### config.mk
export PLATFORM = sky130hd
export DESIGN_NAME = date_time_difference_seconds
export DESIGN_NICKNAME = d
export VERILOG_FILES = /design/src/rtl/core/dtds_pkg.sv /design/src/rtl/core/dtds_stamp.sv /design/src/rtl/core/dtds_absdiff.sv /design/src/rtl/core/date_time_difference_seconds.sv
export SDC_FILE = /design/constraint.sdc
export NUM_CORES = 2
export LEC_CHECK = 0
export BUFFER_PORTS_ARGS = -buffer_cell sky130_fd_sc_hd__clkbuf_2
export CORE_UTILIZATION = 60
export DETAILED_ROUTE_END_ITERATION = 8
export PLACE_DENSITY_LB_ADDON = 0.08
export SETUP_SLACK_MARGIN = 0.4
export SLEW_MARGIN = 30
export SYNTH_ARGS = -nofsm -noshare
export SYNTH_HDL_FRONTEND = slang
export SYNTH_SLANG_ARGS = --single-unit
### constraint.sdc
create_clock -name clk -period 11.29 [get_ports clk]
set_input_delay 2.258 -clock clk [delete_from_list [all_inputs] [get_ports clk]]
set_output_delay 2.258 -clock clk [all_outputs]
set_load 0.05 [all_outputs]
### src/rtl/core/dtds_pkg.sv
// Package: shared constants, widths and the month table for the date-time difference block.
`timescale 1ns / 1ps
`default_nettype none
package dtds_pkg;

    localparam int YEAR_W  = 14;
    localparam int MONTH_W = 4;
    localparam int DAY_W   = 5;
    localparam int HOUR_W  = 5;
    localparam int MIN_W   = 6;
    localparam int SEC_W   = 6;
    localparam int DIFF_W  = 39;

    // floor(x / 100) = (x * 5243) >> 19, exact for x below 43690
    localparam int          DIV100_SHIFT = 19;
    localparam logic [12:0] DIV100_RECIP = 13'd5243;
    localparam int          Q100_W       = 8;    // quotient never above 164

    localparam int DBM_W   = 9;    // days before month, up to 334
    localparam int LEAPS_W = 13;   // leap years before year, up to about 4000
    localparam int DAYS_W  = 23;   // day ordinal, below 6.0e6
    localparam int TOD_W   = 17;   // seconds within a (possibly overlong) day

    localparam logic [16:0] SECS_PER_DAY  = 17'd86400;
    localparam logic [16:0] SECS_PER_HOUR = 17'd3600;
    localparam logic [16:0] SECS_PER_MIN  = 17'd60;
    localparam logic [8:0]  DAYS_PER_YEAR = 9'd365;

    localparam logic [MONTH_W-1:0] MONTH_FEB = 4'd2;

    // Cumulative days before a month in a common year; month 0 acts as
    // January, months 13..15 act as December.
    function automatic logic [DBM_W-1:0] days_before_month(input logic [MONTH_W-1:0] month);
        logic [DBM_W-1:0] dbm;
        case (month) inside
            4'd0, 4'd1:           dbm = 9'd0;
            4'd2:                 dbm = 9'd31;
            4'd3:                 dbm = 9'd59;
            4'd4:                 dbm = 9'd90;
            4'd5:                 dbm = 9'd120;
            4'd6:                 dbm = 9'd151;
            4'd7:                 dbm = 9'd181;
            4'd8:                 dbm = 9'd212;
            4'd9:                 dbm = 9'd243;
            4'd10:                dbm = 9'd273;
            4'd11:                dbm = 9'd304;
            [4'd12:4'd15]:        dbm = 9'd334;
            default:              dbm = 9'd0;
        endcase
        return dbm;
    endfunction

endpackage
`default_nettype wire

### src/rtl/core/dtds_stamp.sv
// Four-stage pipeline mapping one date-time to a linear count of seconds.
`timescale 1ns / 1ps
`default_nettype none
module dtds_stamp (
    input  wire logic                         clk,
    input  wire logic                         rst_n,
    input  wire logic                         in_valid,
    input  wire logic [dtds_pkg::YEAR_W-1:0]  year,
    input  wire logic [dtds_pkg::MONTH_W-1:0] month,
    input  wire logic [dtds_pkg::DAY_W-1:0]   day,
    input  wire logic [dtds_pkg::HOUR_W-1:0]  hour,
    input  wire logic [dtds_pkg::MIN_W-1:0]   minute,
    input  wire logic [dtds_pkg::SEC_W-1:0]   sec,
    output logic                              out_valid,
    output logic [dtds_pkg::DIFF_W-1:0]       seconds
);
    import dtds_pkg::*;

    // ---- stage 1: divide-by-100 products, month lookup, time of day
    logic [YEAR_W:0]       y_plus99;
    logic [27:0]           prod_ceil;
    logic [27:0]           prod_floor;
    logic                  s1_valid_reg;
    logic [YEAR_W-1:0]     s1_year_reg;
    logic [Q100_W-1:0]     s1_qceil_reg;
    logic [Q100_W-1:0]     s1_qfloor_reg;
    logic [DBM_W-1:0]      s1_dbm_reg;
    logic                  s1_late_reg;
    logic [DAY_W-1:0]      s1_day_reg;
    logic [TOD_W-1:0]      s1_tod_reg;
    logic [TOD_W-1:0]      tod_next;

    assign y_plus99   = (YEAR_W+1)'(year) + (YEAR_W+1)'(99);
    assign prod_ceil  = 28'(y_plus99) * 28'(DIV100_RECIP);
    assign prod_floor = 28'(year) * 28'(DIV100_RECIP);
    assign tod_next   = TOD_W'(hour) * SECS_PER_HOUR + TOD_W'(minute) * SECS_PER_MIN
                      + TOD_W'(sec);

    // ---- stage 2: leap count, leap flag, 365*y
    logic                  leap;
    logic [LEAPS_W-1:0]    leaps_next;
    logic                  s2_valid_reg;
    logic [DAYS_W-1:0]     s2_y365_reg;
    logic [LEAPS_W-1:0]    s2_leaps_reg;
    logic [DBM_W:0]        s2_md_reg;
    logic                  s2_adj_reg;
    logic [TOD_W-1:0]      s2_tod_reg;

    // y%100 == 0 exactly when ceil and floor quotients agree
    assign leap = ((s1_year_reg[1:0] == 2'b00) && (s1_qceil_reg != s1_qfloor_reg))
               || ((s1_qceil_reg == s1_qfloor_reg) && (s1_qfloor_reg[1:0] == 2'b00));
    // ceil(y/4) - ceil(y/100) + ceil(y/400), the last from the ceil(y/100)
    assign leaps_next = LEAPS_W'((YEAR_W+1)'(s1_year_reg) + (YEAR_W+1)'(3) >> 2)
                      - LEAPS_W'(s1_qceil_reg)
                      + LEAPS_W'(((Q100_W+1)'(s1_qceil_reg) + (Q100_W+1)'(3)) >> 2);

    // ---- stage 3: day ordinal
    logic                  s3_valid_reg;
    logic [DAYS_W-1:0]     s3_days_reg;
    logic [TOD_W-1:0]      s3_tod_reg;

    // ---- stage 4: seconds
    logic                  s4_valid_reg;
    logic [DIFF_W-1:0]     s4_secs_reg;
    logic [39:0]           day_secs;

    assign day_secs = 40'(s3_days_reg) * 40'(SECS_PER_DAY);

    always_ff @(posedge clk or negedge rst_n)
    begin
        if (!rst_n)
        begin
            s1_valid_reg <= 1'b0;
            s2_valid_reg <= 1'b0;
            s3_valid_reg <= 1'b0;
            s4_valid_reg <= 1'b0;
        end
        else
        begin
            s1_valid_reg <= in_valid;
            s2_valid_reg <= s1_valid_reg;
            s3_valid_reg <= s2_valid_reg;
            s4_valid_reg <= s3_valid_reg;
        end
    end

    always_ff @(posedge clk)
    begin
        s1_year_reg   <= year;
        s1_qceil_reg  <= prod_ceil[DIV100_SHIFT+Q100_W-1:DIV100_SHIFT];
        s1_qfloor_reg <= prod_floor[DIV100_SHIFT+Q100_W-1:DIV100_SHIFT];
        s1_dbm_reg    <= days_before_month(month);
        s1_late_reg   <= (month > MONTH_FEB);
        s1_day_reg    <= day;
        s1_tod_reg    <= tod_next;

        s2_y365_reg   <= DAYS_W'(s1_year_reg) * DAYS_W'(DAYS_PER_YEAR);
        s2_leaps_reg  <= leaps_next;
        s2_md_reg     <= (DBM_W+1)'(s1_dbm_reg) + (DBM_W+1)'(s1_day_reg);
        s2_adj_reg    <= s1_late_reg & leap;
        s2_tod_reg    <= s1_tod_reg;

        s3_days_reg   <= s2_y365_reg + DAYS_W'(s2_leaps_reg) + DAYS_W'(s2_md_reg)
                       + DAYS_W'(s2_adj_reg);
        s3_tod_reg    <= s2_tod_reg;

        s4_secs_reg   <= day_secs[DIFF_W-1:0] + DIFF_W'(s3_tod_reg);
    end

    assign out_valid = s4_valid_reg;
    assign seconds   = s4_secs_reg;

endmodule
`default_nettype wire

### src/rtl/core/dtds_absdiff.sv
// Output stage: registered magnitude of the difference of two second counts.
`timescale 1ns / 1ps
`default_nettype none
module dtds_absdiff (
    input  wire logic                        clk,
    input  wire logic                        rst_n,
    input  wire logic                        in_valid,
    input  wire logic [dtds_pkg::DIFF_W-1:0] a,
    input  wire logic [dtds_pkg::DIFF_W-1:0] b,
    output logic                             out_valid,
    output logic [dtds_pkg::DIFF_W-1:0]      diff
);
    import dtds_pkg::*;

    logic                valid_reg;
    logic [DIFF_W-1:0]   diff_reg;
    logic [DIFF_W-1:0]   diff_next;

    assign diff_next = (a >= b) ? (a - b) : (b - a);

    always_ff @(posedge clk or negedge rst_n)
    begin
        if (!rst_n)
        begin
            valid_reg <= 1'b0;
        end
        else
        begin
            valid_reg <= in_valid;
        end
    end

    always_ff @(posedge clk)
    begin
        diff_reg <= diff_next;
    end

    assign out_valid = valid_reg;
    assign diff      = diff_reg;

endmodule
`default_nettype wire

### src/rtl/core/date_time_difference_seconds.sv
// Top level: absolute difference in seconds between two Gregorian date-times.
// Path: a request accepted at a clock edge is registered through both stamp pipelines
//   and the absdiff register, then shows its result on diff_seconds with done high.
// Throughput: one request per cycle; busy is always low and results cannot stall.
// Reset: rst_n clears only the valid bits of the pipeline; no done after reset.
`timescale 1ns / 1ps
`default_nettype none
module date_time_difference_seconds (
    input  wire logic                         clk,
    input  wire logic                         rst_n,
    input  wire logic                         start,
    output logic                              busy,
    input  wire logic [dtds_pkg::YEAR_W-1:0]  first_year,
    input  wire logic [dtds_pkg::MONTH_W-1:0] first_month,
    input  wire logic [dtds_pkg::DAY_W-1:0]   first_day,
    input  wire logic [dtds_pkg::HOUR_W-1:0]  first_hour,
    input  wire logic [dtds_pkg::MIN_W-1:0]   first_minute,
    input  wire logic [dtds_pkg::SEC_W-1:0]   first_second,
    input  wire logic [dtds_pkg::YEAR_W-1:0]  second_year,
    input  wire logic [dtds_pkg::MONTH_W-1:0] second_month,
    input  wire logic [dtds_pkg::DAY_W-1:0]   second_day,
    input  wire logic [dtds_pkg::HOUR_W-1:0]  second_hour,
    input  wire logic [dtds_pkg::MIN_W-1:0]   second_minute,
    input  wire logic [dtds_pkg::SEC_W-1:0]   second_sec,
    output logic                              done,
    output logic [dtds_pkg::DIFF_W-1:0]       diff_seconds
);
    import dtds_pkg::*;

    // Every stage advances every cycle, so a request is never refused.
    logic                accept;
    logic                valid_a;
    logic                valid_b;
    logic [DIFF_W-1:0]   secs_a;
    logic [DIFF_W-1:0]   secs_b;

    assign busy   = 1'b0;
    assign accept = start & ~busy;

    // Stage 1..4: each stamp becomes
    //   (365*y + leaps before y + days before month + leap day + day) * 86400
    //   + hour*3600 + minute*60 + second
    dtds_stamp u_stamp_a (
        .clk       (clk),
        .rst_n     (rst_n),
        .in_valid  (accept),
        .year      (first_year),
        .month     (first_month),
        .day       (first_day),
        .hour      (first_hour),
        .minute    (first_minute),
        .sec       (first_second),
        .out_valid (valid_a),
        .seconds   (secs_a)
    );

    dtds_stamp u_stamp_b (
        .clk       (clk),
        .rst_n     (rst_n),
        .in_valid  (accept),
        .year      (second_year),
        .month     (second_month),
        .day       (second_day),
        .hour      (second_hour),
        .minute    (second_minute),
        .sec       (second_sec),
        .out_valid (valid_b),
        .seconds   (secs_b)
    );

    // Stage 5: magnitude of the difference, registered onto the result ports.
    dtds_absdiff u_absdiff (
        .clk       (clk),
        .rst_n     (rst_n),
        .in_valid  (valid_a & valid_b),
        .a         (secs_a),
        .b         (secs_b),
        .out_valid (done),
        .diff      (diff_seconds)
    );

`ifndef SYNTHESIS
    // Both stamp pipelines must stay in lockstep.
    a_lanes_aligned: assert property (@(posedge clk) disable iff (!rst_n)
        valid_a == valid_b)
        else $error("stamp pipelines out of step");

    // Every accepted request yields a done strobe.
    a_request_done: assert property (@(posedge clk) disable iff (!rst_n)
        accept |-> ##5 done)
        else $error("accepted request produced no result");

    // Identical stamps give zero.
    a_equal_zero: assert property (@(posedge clk) disable iff (!rst_n)
        (accept && first_year == second_year && first_month == second_month
         && first_day == second_day && first_hour == second_hour
         && first_minute == second_minute && first_second == second_sec)
        |-> ##5 (diff_seconds == '0))
        else $error("equal stamps gave nonzero difference");
`endif

endmodule
`default_nettype wire

==> impl_metrics.toml <==
[status]
status = "finished, final reports clean"

[critical_path]
cp-end-kind = "register"
crit_arrival_ns = 9.46
path_max_fanout = 7
max_stage_delay_ns = 0.73
cpMostUsedCell = "inv_1"
crit_family = "compound AO/OA/AOI/OAI gates"
slowest_stage = "o41ai_1"
critPathBufInv = 7
crit_required_ns = 11.77
worstSetupPathType = "primary input to register"
cp-start-kind = "primary input"

[clocking]
clkLatencyLatePin_ns = 0.61
post_cts_resized = 0
ctsLongestPathBuffers = 3
root_buffer = "clkbuf_16"
cts_num_sinks = 454
cts_setup_buffers = 0
cts_tree = "done"
cts_buffers = 52
cts_hold_buf = 0
cts_htree_levels = 2
clkTransAtPathRegs_ns = 0.06

[timing]
hold_ws_ns = 0.324
finalCritPeriodShare_pct = 79.5
slew_headroom_pct = 38.6
setup_viol = 0
clock.fmax_ghz = 0.111
drv_slew = 0
tns_ns = 0
hold_viol = 0
worst_pin_slew_ns = 0.915
grt_setup_unrepaired = "false"
fin_crit_ns = 8.98
timing.final.ws_setup_ns = 2.31
finClkSkew_ns = 0.0150

[die]
die_width_um = 290
top_level_ports = 124
die_area_um2 = 84100
start_util_pct = 60.6
core_area_um2 = 82100
die_h_um = 290
rows = 105

[synth]
synth_top_area_share_pct = 25.0
synth.area.top_cells = "ha_1 25%, fa_1 20%, dfxtp_1 18%, inv_1 8.8%, xnor2_1 5.6%"
yosys.area.top_type = "ha_1"
ys_async_sr_fraction_pct = 1.10
synth_ff_type = "dfxtp_1"
ys_types = 100
synthesis.nets = 6848
syn-cell-area_um2 = 49800
synth.yosys.seq_area_share_pct = 18.3
ys_ff_latch = 454
syn_inst = 5265
yosys_warnings = 0
syn_avg_cell_area_um2 = 9.46
synth_edf_count = 0

[route]
dr.pass1.iters = 5
drt-initial-drc-count = 1100
drc = 0
wl_per_cell_um = 15.6
vias_per_cell = 5.25
postRouteAntennaNets = 0
vias = 34100
finalWirelength_um = 101000

[finish]
final_cell_mix = "1171 x inv_1, 995 x ha_1, 505 x fa_1"
area_delta_synth_final_pct = 7.07
regArea_um2 = 9110
final_common_cell = "inv_1"
nFillCells = 7011
finalNetCount = 6970
multiInputGateArea_um2 = 36000
drive_gt1_share_pct = 5.13
final_util_pct = 64.9

[placement]
dp_slack_ns = 1.82
dpl.hpwl_um = 88400
io_buffers = 122
gp_congestion = 0.943

[hold_path]
worstHoldPathType = "register to register"

[global_routing]
grt_start_max_net_pins = 32
gr-total-overflow = 0
grt_usage_pct = 24.8
grt_pass1_wl_um = 172000
grt_pass1_vias = 35100
antenna_found_initial = 5

[flow_run]
cap_violations = 0
## Yosys cell counts, types with 14 or more instances
| master | count |
|---|---|
| xor2_1 | 103 |
| inv_1 | 1171 |
| nand2b_1 | 31 |
| or3_1 | 18 |
| ha_1 | 995 |
| nor2_1 | 221 |
| nand3_1 | 61 |
| nand4_1 | 50 |
| o211ai_1 | 20 |
| a211oi_1 | 29 |
| a21o_1 | 136 |
| o21bai_1 | 64 |
| a21oi_1 | 276 |
| and3_1 | 31 |
| clkbuf_1 | 39 |
| a21boi_0 | 35 |
| a31oi_1 | 18 |
| fa_1 | 505 |
| dfxtp_1 | 449 |
| nor3_1 | 53 |
| or2_2 | 14 |
| nand2_1 | 166 |
| xnor2_1 | 318 |
| nor2b_1 | 42 |
| mux2i_1 | 16 |
| o21a_1 | 19 |
| and2_1 | 26 |
| o21ai_0 | 144 |
## cell families after synthesis
kind of cell	Yosys count	share of synthesized area, %
other	1	0.00753
AO/OA/AOI/OAI	870	11.4
XOR/XNOR	421	7.41
buffers and inverters	1229	9.36
flip-flops	454	18.3
adder cells (fa/ha/maj)	1500	45.3
multiplexers	25	0.533
AND/OR/NAND/NOR	765	7.67
## area by class of cell
class | instances | share of cell area (%)
clock buffers | 64 | 2.72
flip-flops and latches | 454 | 17.1
multi-input cells | 3582 | 67.6
well taps | 1070 | 2.51
inverters | 1172 | 8.25
clock inverters | 27 | 0.646
diodes | 2 | 0.00939
repair buffers | 125 | 1.18
## layer usage
layer	vias up	track usage (%)	share of wire, %
met5	-	0	0
met4	0	5.49	2.0
met3	125	2.54	3.2
met2	427	43.2	47
met1	16200	33.2	47
li1	17400	-	-
## stage by stage
step	area (um2)	cells
after floorplan	49800	5265
after global placement	51500	6402
after detailed placement	51500	6402
after CTS	53300	6493
after global routing	53300	6494
final	53300	6496
## worst paths after layout
check | slack (ns) | depth (start not counted) | endpoint | startpoint
max | 2.31 | 29 | u_stamp_b.s1_qceil_reg[6] | second_year[1]
min | 0.32 | 0 | u_stamp_a.s3_tod_reg[0] | u_stamp_a.s2_tod_reg[0]
max reg2reg | 5.38 | 19 | u_stamp_a.seconds[33] | u_stamp_a.s3_days_reg[3]
min reg2reg | 0.32 | 0 | u_stamp_a.s3_tod_reg[0] | u_stamp_a.s2_tod_reg[0]
max in group asynchronous | 9.69 | 1 | u_absdiff.out_valid | rst_n
min in group asynchronous | 1.46 | 1 | u_stamp_b.out_valid | rst_n
Power is left out: the tool's default activity adds up to more than one toggle a clock period on the data nets, which glitch-free logic cannot reach.
